### src/hw/rtl/relay_actuator_position_controller_core_defines.svh
// Assertion macros for the relay actuator position controller.
// Each macro expects aclk and aresetn in the scope where it is used.
`ifndef RELAY_ACTUATOR_POSITION_CONTROLLER_CORE_DEFINES_SVH
`define RELAY_ACTUATOR_POSITION_CONTROLLER_CORE_DEFINES_SVH

// Same-cycle implication.
`define RAPC_ASSERT_HOLDS(lbl, pre, post, msg) \
    lbl: assert property (@(posedge aclk) disable iff (!aresetn) (pre) |-> (post)) \
        else $error(msg);

// Next-cycle implication.
`define RAPC_ASSERT_NEXT(lbl, pre, post, msg) \
    lbl: assert property (@(posedge aclk) disable iff (!aresetn) (pre) |=> (post)) \
        else $error(msg);

`endif

### src/hw/rtl/rapc_pkg.sv
package rapc_pkg;

    // Motor / relay state codes
    typedef enum logic [1:0] {
        MOTOR_OFF  = 2'd0,
        MOTOR_DOWN = 2'd1,
        MOTOR_UP   = 2'd2
    } motor_t;

    // Item function codes
    localparam logic [1:0] FUNC_HANDLE = 2'd0;
    localparam logic [1:0] FUNC_TARGET = 2'd1;
    localparam logic [1:0] FUNC_STOP   = 2'd2;
    localparam logic [1:0] FUNC_UNUSED = 2'd3;

    // Register indexes
    localparam int CFG_IDX_W = 3;
    localparam logic [CFG_IDX_W-1:0] CFG_TRAVEL    = 3'd0;
    localparam logic [CFG_IDX_W-1:0] CFG_MIN_ON    = 3'd1;
    localparam logic [CFG_IDX_W-1:0] CFG_MIN_OFF   = 3'd2;
    localparam logic [CFG_IDX_W-1:0] CFG_OVERTRAVEL = 3'd3;
    localparam logic [CFG_IDX_W-1:0] CFG_START_POS = 3'd4;

    localparam int CFG_DATA_W = 16;
    localparam int POS_W      = 14;

    localparam logic [POS_W-1:0] FULL_SCALE = 14'd10000;

    localparam logic [15:0] TRAVEL_RESET     = 16'd10000;
    localparam logic [15:0] MIN_ON_RESET     = 16'd600;
    localparam logic [15:0] MIN_OFF_RESET    = 16'd800;
    localparam logic [15:0] OVERTRAVEL_RESET = 16'd2000;

    // Serial divider for the position update; the divisor is the travel time
    localparam int DVD_W    = 30;
    localparam int DVS_W    = 16;
    localparam int DIV_CNT_W = $clog2(DVD_W);

    // Divide by full scale: drop four bits (divide by 16), then multiply by
    // the reciprocal of 625 and keep the bits from RECIP_SHIFT up
    localparam int          RECIP_SHIFT = 36;
    localparam int          RECIP_W     = DVD_W + 23;
    localparam logic [26:0] RECIP_625   = 27'd109951163;

    typedef struct packed {
        logic             start;
        logic [DVD_W-1:0] dividend;
        logic [DVS_W-1:0] divisor;
    } div_req_t;

    typedef struct packed {
        logic             done;
        logic [DVD_W-1:0] quotient;
    } div_rsp_t;

endpackage

### src/hw/rtl/rapc_div.sv
module rapc_div (
    input  logic               aclk,
    input  logic               aresetn,
    input  rapc_pkg::div_req_t req,
    output rapc_pkg::div_rsp_t rsp
);
    import rapc_pkg::*;

    logic [DVD_W-1:0]     dvd_reg;
    logic [DVS_W-1:0]     dvs_reg;
    logic [DVS_W-1:0]     rem_reg;
    logic [DIV_CNT_W-1:0] cnt_reg;
    logic                 busy_reg;
    logic                 done_reg;

    logic [DVS_W:0]   trial;
    logic [DVS_W:0]   diff;
    logic             q_bit;
    logic [DVS_W-1:0] rem_step;

    // One restoring step: bring in the next dividend bit, subtract if it fits
    always_comb begin
        trial    = {rem_reg, dvd_reg[DVD_W-1]};
        diff     = trial - {1'b0, dvs_reg};
        q_bit    = (trial >= {1'b0, dvs_reg});
        rem_step = q_bit ? diff[DVS_W-1:0] : trial[DVS_W-1:0];
    end

    always_ff @(posedge aclk) begin
        if (!aresetn) begin
            busy_reg <= 1'b0;
            done_reg <= 1'b0;
            cnt_reg  <= '0;
        end else begin
            done_reg <= 1'b0;
            if (req.start) begin
                dvd_reg  <= req.dividend;
                dvs_reg  <= req.divisor;
                rem_reg  <= '0;
                cnt_reg  <= '0;
                busy_reg <= 1'b1;
            end else if (busy_reg) begin
                rem_reg <= rem_step;
                dvd_reg <= {dvd_reg[DVD_W-2:0], q_bit};
                cnt_reg <= cnt_reg + 1'b1;
                if (cnt_reg == DIV_CNT_W'(DVD_W - 1)) begin
                    busy_reg <= 1'b0;
                    done_reg <= 1'b1;
                end
            end
        end
    end

    assign rsp.done     = done_reg;
    assign rsp.quotient = dvd_reg;

endmodule

### src/hw/rtl/relay_actuator_position_controller_core.sv
// A position update (retarget while running, or a turn-off) runs one pass of the serial
//   divider unless the run already covers the full travel time; the stop check uses a
//   reciprocal multiply instead of the divider.
// One item at a time: ready again once the result is in the output register, later
//   while the output register is held.
// Reset (aresetn low, synchronous): registers back to defaults, motor off, position
//   and target 0, time counters 0, output register empty.
`include "relay_actuator_position_controller_core_defines.svh"

module relay_actuator_position_controller_core #(
    parameter int TIME_WIDTH = 32
) (
    input  logic                                   aclk,
    input  logic                                   aresetn,
    // Configuration write port
    input  logic                                   cfg_wr_en,
    input  logic [rapc_pkg::CFG_IDX_W-1:0]         cfg_index,
    input  logic [rapc_pkg::CFG_DATA_W-1:0]        cfg_wdata,
    // Input item stream
    input  logic                                   s_tvalid,
    output logic                                   s_tready,
    input  logic [31:0]                            s_tdata,  // elapsed_ms, target_hundredths
    input  logic [1:0]                             s_tuser,  // func
    // Result item stream
    output logic                                   m_tvalid,
    input  logic                                   m_tready,
    // relay_up, relay_down, motor_state[2], requested_state[2], position[14],
    // target_position[14], zero pad
    output logic [39:0]                            m_tdata
);
    import rapc_pkg::*;

    localparam int CMP_W = (TIME_WIDTH > 17) ? TIME_WIDTH : 17;

    typedef enum logic [3:0] {
        ST_IDLE,
        ST_CHANGE,
        ST_UPD_RUN,
        ST_UPD_DIV,
        ST_UPD_APPLY,
        ST_STOP_RUN,
        ST_STOP_DIV,
        ST_STOP_CHK,
        ST_SET_PEND,
        ST_DONE
    } seq_t;

    seq_t state_reg;

    // Configuration
    logic [15:0] travel_reg;
    logic [15:0] min_on_reg;
    logic [15:0] min_off_reg;
    logic [15:0] over_reg;

    // Controller state
    logic [TIME_WIDTH-1:0] time_now_reg;
    logic [TIME_WIDTH-1:0] last_chg_reg;
    logic [TIME_WIDTH-1:0] last_pos_reg;
    motor_t                applied_reg;
    motor_t                pending_reg;
    logic [POS_W-1:0]      pos_reg;
    logic [POS_W-1:0]      goal_reg;

    // Sequencer scratch
    logic [POS_W-1:0] delta_reg;
    logic             upd_to_off_reg;   // update is part of switching off
    logic [DVD_W-1:0] prod_reg;         // travel * distance for the stop check
    logic [15:0]      need_q_reg;       // travel * distance / full scale

    logic        m_tvalid_reg;
    logic [39:0] m_tdata_reg;

    // Serial divider for the position update
    div_req_t div_req;
    div_rsp_t div_rsp;

    rapc_div u_div (
        .aclk    (aclk),
        .aresetn (aresetn),
        .req     (div_req),
        .rsp     (div_rsp)
    );

    // Input field views
    logic [15:0]        in_elapsed;
    logic signed [15:0] in_target;
    logic [1:0]         in_func;
    logic               in_accept;

    assign in_elapsed = s_tdata[15:0];
    assign in_target  = s_tdata[31:16];
    assign in_func    = s_tuser;
    assign s_tready   = (state_reg == ST_IDLE);
    assign in_accept  = s_tvalid && s_tready;

    // Datapath
    logic [TIME_WIDTH-1:0] run;
    logic [TIME_WIDTH-1:0] held;
    logic                  run_full;
    logic [POS_W-1:0]      distance;
    logic [15:0]           mul_a;
    logic [15:0]           mul_b;
    logic [DVD_W-1:0]      product;
    logic [RECIP_W-1:0]    recip_prod;
    logic [16:0]           need;
    logic                  goal_at_end;
    logic                  run_ge_need;
    logic [POS_W:0]        pos_sum;
    logic [POS_W-1:0]      pos_upd;
    logic [POS_W-1:0]      tgt_clamp;
    logic [POS_W-1:0]      start_clip;
    logic                  stop_sel;

    always_comb begin
        run      = time_now_reg - last_pos_reg;
        held     = time_now_reg - last_chg_reg;
        run_full = (travel_reg == '0) || (run >= TIME_WIDTH'(travel_reg));
        distance = (goal_reg > pos_reg) ? (goal_reg - pos_reg) : (pos_reg - goal_reg);

        // One multiplier: run*full_scale for the divider or travel*distance
        stop_sel = (state_reg == ST_STOP_RUN);
        mul_a    = stop_sel ? travel_reg : run[15:0];
        mul_b    = stop_sel ? 16'(distance) : 16'(FULL_SCALE);
        product  = DVD_W'(mul_a) * DVD_W'(mul_b);

        div_req.start    = (state_reg == ST_UPD_RUN) && !run_full;
        div_req.dividend = product;
        div_req.divisor  = travel_reg;

        // Divide the registered product by full scale without the divider
        recip_prod = RECIP_W'(prod_reg[DVD_W-1:4]) * RECIP_W'(RECIP_625);

        // Stop check: required run time, with overtravel at the end limits
        goal_at_end = (goal_reg == '0) || (goal_reg == FULL_SCALE);
        need        = 17'(need_q_reg) + (goal_at_end ? 17'(over_reg) : 17'd0);
        run_ge_need = (CMP_W'(run) >= CMP_W'(need));

        // Position step, clipped to the travel range
        pos_sum = {1'b0, pos_reg} + {1'b0, delta_reg};
        if (applied_reg == MOTOR_UP) begin
            pos_upd = (pos_sum > {1'b0, FULL_SCALE}) ? FULL_SCALE : pos_sum[POS_W-1:0];
        end else begin
            pos_upd = (delta_reg >= pos_reg) ? '0 : (pos_reg - delta_reg);
        end

        if (in_target[15]) begin
            tgt_clamp = '0;
        end else if (in_target[14:0] > 15'(FULL_SCALE)) begin
            tgt_clamp = FULL_SCALE;
        end else begin
            tgt_clamp = in_target[POS_W-1:0];
        end

        start_clip = (cfg_wdata[POS_W-1:0] > FULL_SCALE) ? FULL_SCALE : cfg_wdata[POS_W-1:0];
    end

    always_ff @(posedge aclk) begin
        if (!aresetn) begin
            state_reg      <= ST_IDLE;
            travel_reg     <= TRAVEL_RESET;
            min_on_reg     <= MIN_ON_RESET;
            min_off_reg    <= MIN_OFF_RESET;
            over_reg       <= OVERTRAVEL_RESET;
            time_now_reg   <= '0;
            last_chg_reg   <= '0;
            last_pos_reg   <= '0;
            applied_reg    <= MOTOR_OFF;
            pending_reg    <= MOTOR_OFF;
            pos_reg        <= '0;
            goal_reg       <= '0;
            upd_to_off_reg <= 1'b0;
            m_tvalid_reg   <= 1'b0;
        end else begin
            // Drop the result once taken; a new load below takes priority
            if (m_tready) begin
                m_tvalid_reg <= 1'b0;
            end

            // Configuration writes must arrive only while idle; the block does not enforce this
            if (cfg_wr_en) begin
                case (cfg_index)
                    CFG_TRAVEL:     travel_reg  <= cfg_wdata;
                    CFG_MIN_ON:     min_on_reg  <= cfg_wdata;
                    CFG_MIN_OFF:    min_off_reg <= cfg_wdata;
                    CFG_OVERTRAVEL: over_reg    <= cfg_wdata;
                    CFG_START_POS: begin
                        pos_reg  <= start_clip;
                        goal_reg <= start_clip;
                    end
                    default: ;
                endcase
            end

            case (state_reg)
                ST_IDLE: begin
                    if (in_accept) begin
                        time_now_reg   <= time_now_reg + TIME_WIDTH'(in_elapsed);
                        upd_to_off_reg <= 1'b0;
                        case (in_func)
                            FUNC_HANDLE: state_reg <= ST_CHANGE;
                            FUNC_TARGET: begin
                                goal_reg  <= tgt_clamp;
                                state_reg <= (applied_reg != MOTOR_OFF) ? ST_UPD_RUN
                                                                        : ST_SET_PEND;
                            end
                            FUNC_STOP: begin
                                pending_reg <= MOTOR_OFF;
                                state_reg   <= ST_DONE;
                            end
                            default: state_reg <= ST_DONE;
                        endcase
                    end
                end
                ST_CHANGE: begin
                    state_reg <= ST_STOP_RUN;
                    if (applied_reg != pending_reg) begin
                        if (applied_reg == MOTOR_OFF) begin
                            // Switch on once the minimum off time has passed
                            if (held >= TIME_WIDTH'(min_off_reg)) begin
                                applied_reg  <= pending_reg;
                                last_pos_reg <= time_now_reg;
                                last_chg_reg <= time_now_reg;
                            end
                        end else if (held >= TIME_WIDTH'(min_on_reg)) begin
                            // Stop or reversal: switch off first, after a final update
                            upd_to_off_reg <= 1'b1;
                            state_reg      <= ST_UPD_RUN;
                        end
                    end
                end
                ST_UPD_RUN: begin
                    last_pos_reg <= time_now_reg;
                    if (run_full) begin
                        delta_reg <= FULL_SCALE;
                        state_reg <= ST_UPD_APPLY;
                    end else begin
                        state_reg <= ST_UPD_DIV;
                    end
                end
                ST_UPD_DIV: begin
                    if (div_rsp.done) begin
                        delta_reg <= div_rsp.quotient[POS_W-1:0];
                        state_reg <= ST_UPD_APPLY;
                    end
                end
                ST_UPD_APPLY: begin
                    pos_reg <= pos_upd;
                    if (upd_to_off_reg) begin
                        goal_reg     <= pos_upd;
                        applied_reg  <= MOTOR_OFF;
                        last_chg_reg <= time_now_reg;
                        state_reg    <= ST_DONE;
                    end else begin
                        state_reg <= ST_SET_PEND;
                    end
                end
                ST_STOP_RUN: begin
                    if (applied_reg == MOTOR_OFF) begin
                        state_reg <= ST_DONE;
                    end else begin
                        prod_reg  <= product;
                        state_reg <= ST_STOP_DIV;
                    end
                end
                ST_STOP_DIV: begin
                    need_q_reg <= recip_prod[RECIP_SHIFT +: 16];
                    state_reg  <= ST_STOP_CHK;
                end
                ST_STOP_CHK: begin
                    if (run_ge_need) begin
                        pending_reg <= MOTOR_OFF;
                    end
                    state_reg <= ST_DONE;
                end
                ST_SET_PEND: begin
                    if ((goal_reg > pos_reg) || (goal_reg >= FULL_SCALE)) begin
                        pending_reg <= MOTOR_UP;
                    end else if ((goal_reg < pos_reg) || (goal_reg == '0)) begin
                        pending_reg <= MOTOR_DOWN;
                    end else begin
                        pending_reg <= MOTOR_OFF;
                    end
                    state_reg <= ST_DONE;
                end
                ST_DONE: begin
                    // Hold until the output register is free
                    if (!m_tvalid_reg || m_tready) begin
                        m_tdata_reg  <= {6'd0, goal_reg, pos_reg, pending_reg, applied_reg,
                                         (applied_reg == MOTOR_DOWN),
                                         (applied_reg == MOTOR_UP)};
                        m_tvalid_reg <= 1'b1;
                        state_reg    <= ST_IDLE;
                    end
                end
                default: state_reg <= ST_IDLE;
            endcase
        end
    end

    assign m_tvalid = m_tvalid_reg;
    assign m_tdata  = m_tdata_reg;

    `RAPC_ASSERT_NEXT(a_busy_after_accept, in_accept, !s_tready, "item taken while busy")
    `RAPC_ASSERT_HOLDS(a_pos_range, 1'b1, (pos_reg <= FULL_SCALE) && (goal_reg <= FULL_SCALE), "position out of range")
    `RAPC_ASSERT_HOLDS(a_relays_exclusive, m_tvalid, !(m_tdata[0] && m_tdata[1]), "both relays driven")
    `RAPC_ASSERT_NEXT(a_result_loaded, (state_reg == ST_DONE) && (!m_tvalid || m_tready), m_tvalid, "result not loaded")

endmodule

### config.mk
export PLATFORM = sky130hd
export DESIGN_NAME = relay_actuator_position_controller_core
export DESIGN_NICKNAME = d
export VERILOG_FILES = /design/src/hw/rtl/rapc_pkg.sv /design/src/hw/rtl/rapc_div.sv /design/src/hw/rtl/relay_actuator_position_controller_core.sv
export VERILOG_INCLUDE_DIRS = /design/src /design/src/hw/rtl
export SDC_FILE = /design/constraint.sdc
export NUM_CORES = 2
export LEC_CHECK = 0
export BUFFER_PORTS_ARGS = -buffer_cell sky130_fd_sc_hd__buf_2
export CORE_MARGIN = 3
export CORE_UTILIZATION = 65
export DETAILED_ROUTE_END_ITERATION = 10
export GPL_TIMING_DRIVEN = 0
export PLACE_DENSITY = 0.82
export SETUP_SLACK_MARGIN = 0.1
export SLEW_MARGIN = 40
export SYNTH_ARGS = -nofsm -noshare
export SYNTH_HDL_FRONTEND = slang
export SYNTH_HIERARCHICAL = 1
export SYNTH_SLANG_ARGS = --single-unit
### constraint.sdc
create_clock -name aclk -period 27.7 [get_ports aclk]
set_clock_uncertainty 0.2 [all_clocks]
set_input_delay 4.155 -clock aclk [delete_from_list [all_inputs] [get_ports aclk]]
set_output_delay 4.155 -clock aclk [all_outputs]
set_load 0.02 [all_outputs]
==> flow_summary.json <==
{
  "routedWlPerCell_um": 21.4,
  "grt_overflow": 0,
  "seq_area_frac_synth": 0.200,
  "crit_path_end_kind": "flop",
  "synthFlopType": "dfxtp_1",
  "multi_input_area_um2": 30800,
  "clockBufferDepth": 3,
  "cts.sinks": 357,
  "synth.distinct_cells": 93,
  "post_cts_resized": 0,
  "ctsHoldBuffers": 0,
  "dr.first_iter.drc_count": 3451,
  "grt.total_usage": 0.356,
  "synthCells": 4810,
  "grt_pass1_wl_um": 194000,
  "finalNonFillerCells": 5849,
  "ys_warn_count": 6,
  "synth_top_area_frac": 0.220,
  "ys_top_cells_by_area": "fa_1, ha_1, edfxtp_1",
  "cp-endpoint": "u_div/dvd_reg[29]",
  "ys_top_cells_by_count": "inv_1, ha_1, nand2_1, fa_1, a21oi_1",
  "crit-reg2reg-launch": "pos_reg[5]",
  "dp_hpwl_um": 102000,
  "drv_cap": 0,
  "drc": 0,
  "die_w_um": 264,
  "place_ws_ns": 15.79,
  "critPathLaunch": "pos_reg[5]",
  "via_per_inst": 6.08,
  "fin_ws_ns": 15.44,
  "crit_top_cell": "fa_1",
  "setup_viol": 0,
  "first_pass_iters": 7,
  "tritoncts": "yes",
  "io_buffers": 92,
  "worst_pin_slew_ns": 0.915,
  "first_global_vias": 35600,
  "die_height_um": 264,
  "mappedNetlistArea_um2": 43300,
  "htree_levels": 2,
  "routed_wl_um": 125000,
  "critPathArrivalTime_ns": 12.51,
  "drive_above_1_share": 0.0569,
  "slew_headroom": 0.384,
  "yosysTopAreaCell": "fa_1",
  "crit_path_start_kind": "flop",
  "required_ns": 27.95,
  "worstPathMaxFanout": 10,
  "syn_area_per_cell_um2": 9.00,
  "min_period_ns": 12.26,
  "drv_slew": 0,
  "layout.nets": 6077,
  "rows": 93,
  "cts-root-buf": "clkbuf_16",
  "hold_path.class": "reg2reg",
  "rsz0062_at_grt": "false",
  "r2r_slack_ns": 15.44,
  "postRouteAntennaNets": 0,
  "grt_max_degree": 36,
  "r2r_cells": 39,
  "timing.rr.end": "u_div/dvd_reg[29]",
  "cts_buffers": 41,
  "syn2layout_area_growth_pct": 7.30,
  "synth-seq-cells": 357,
  "io_pins": 100,
  "synth-edff-count": 152,
  "vias": 35600,
  "status": "finished, final reports clean",
  "synthArstFlopShare": 0,
  "diodes": 0,
  "die_area_um2": 69700,
  "initial_core_util": 0.664,
  "yosysMostFrequentCell": "inv_1",
  "nFillCells": 4978,
  "seq_area_um2": 8670,
  "cpPeakStageDelay_ns": 0.67,
  "clkLatencyLatePin_ns": 0.60,
  "fin_crit_sh": 0.442,
  "cts_setup_buffers": 0,
  "antenna_found_initial": 1,
  "clkTransAtPathRegs_ns": 0.07,
  "critPathKind": "reg2reg",
  "core_area_um2": 65200,
  "fmax_mhz": 81.6,
  "finalHoldViolCount": 0,
  "crit_slowest_cell": "a2111oi_0",
  "largest_register_ffs": 34,
  "fin_setup_tns_ns": 0,
  "place.gp.congestion": 1.01,
  "placedCellCount": 5774
}
[worst max-delay path: cells and delay by family, from the launching register on]
kind / cells / cell delay (ns)
buf+inv: 9 / 1.81
mux: 2 / 0.56
fa+ha+maj: 8 / 3.75
xor+xnor: 2 / 0.76
compound gates: 14 / 3.65
flops: 1 / 0.51
simple gates: 4 / 0.85
[through the flow]
stage | area, um^2 | hold slack, ns | utilization
floorplan | 43300 | 0.206 | -
global placement | 44800 | 0.236 | 0.688
detailed placement | 45000 | 0.222 | 0.690
CTS | 46400 | 0.237 | 0.712
global route | 46400 | 0.254 | 0.713
finish | 46400 | 0.240 | 0.713
[kinds of logic (layout without fill, tap and decap cells)]
kind of cell / Yosys count / in the layout / synth area share
flops: 357 / 357 / 0.200
fa+ha+maj: 1057 / 1057 / 0.388
buf+inv: 1031 / 1210 / 0.0918
xor+xnor: 164 / 164 / 0.0332
mux: 117 / 117 / 0.0282
compound gates: 862 / 862 / 0.130
other cells: 1 / 6 / 0.0000866
simple gates: 1221 / 1221 / 0.128
[worst min-delay path by stage]
| stage | from | end | cells past startpoint |
|---|---|---|---|
| after floorplan | travel_reg[12] | u_div/dvs_reg[12] | 0 |
| after global placement | travel_reg[12] | u_div/dvs_reg[12] | 0 |
| after detailed placement | travel_reg[12] | u_div/dvs_reg[12] | 0 |
| after CTS | travel_reg[12] | u_div/dvs_reg[12] | 0 |
| after global routing | travel_reg[12] | u_div/dvs_reg[12] | 0 |
| final | travel_reg[12] | u_div/dvs_reg[12] | 0 |
[metal layers]
metal,vias to the layer above,global-route usage,share of wire
met3,366,0.0848,0.11
met5,-,0,0
met4,0,0.140,0.045
li1,16300,-,-
met2,1825,0.545,0.44
met1,17100,0.490,0.41
[layout by cell type (no fill, tap or decap), types with 11 or more instances in the layout]
master and instances:
buf_4 11, o22ai_1 24, dfxtp_1 205, nor2_1 271, nor3_1 68, nor2b_1 36, o2111ai_1 12, a21o_1 82
o21ai_0 133, a221oi_1 11, a31oi_1 24, inv_1 879, buf_2 105, o21bai_1 31, clkbuf_16 43, mux2i_1 85
edfxtp_1 152, or2_2 13, ha_1 582, nand4_1 29, clkbuf_1 121, and2_1 57, nand2b_1 38, a21oi_1 280
a21boi_0 11, xnor2_1 106, fa_1 475, and3_1 39, o31ai_1 15, or3_1 21, a211oi_1 32, o211ai_1 33
xor2_1 52, nand2_1 508, mux2_2 31, o21a_1 43, nand3_1 91, nor4_1 11
[area by class of cell]
class	count	share of cell area
multi-input combinational	3427	0.663
sequential	357	0.187
inverter	880	0.0711
clock buffer	51	0.0245
tap	855	0.0230
buffer	151	0.0146
timing repair buffer	104	0.0117
clock inverter	24	0.00582
Power is left out: the tool's default activity adds up to more than one toggle a clock period on the data nets, which glitch-free logic cannot reach.
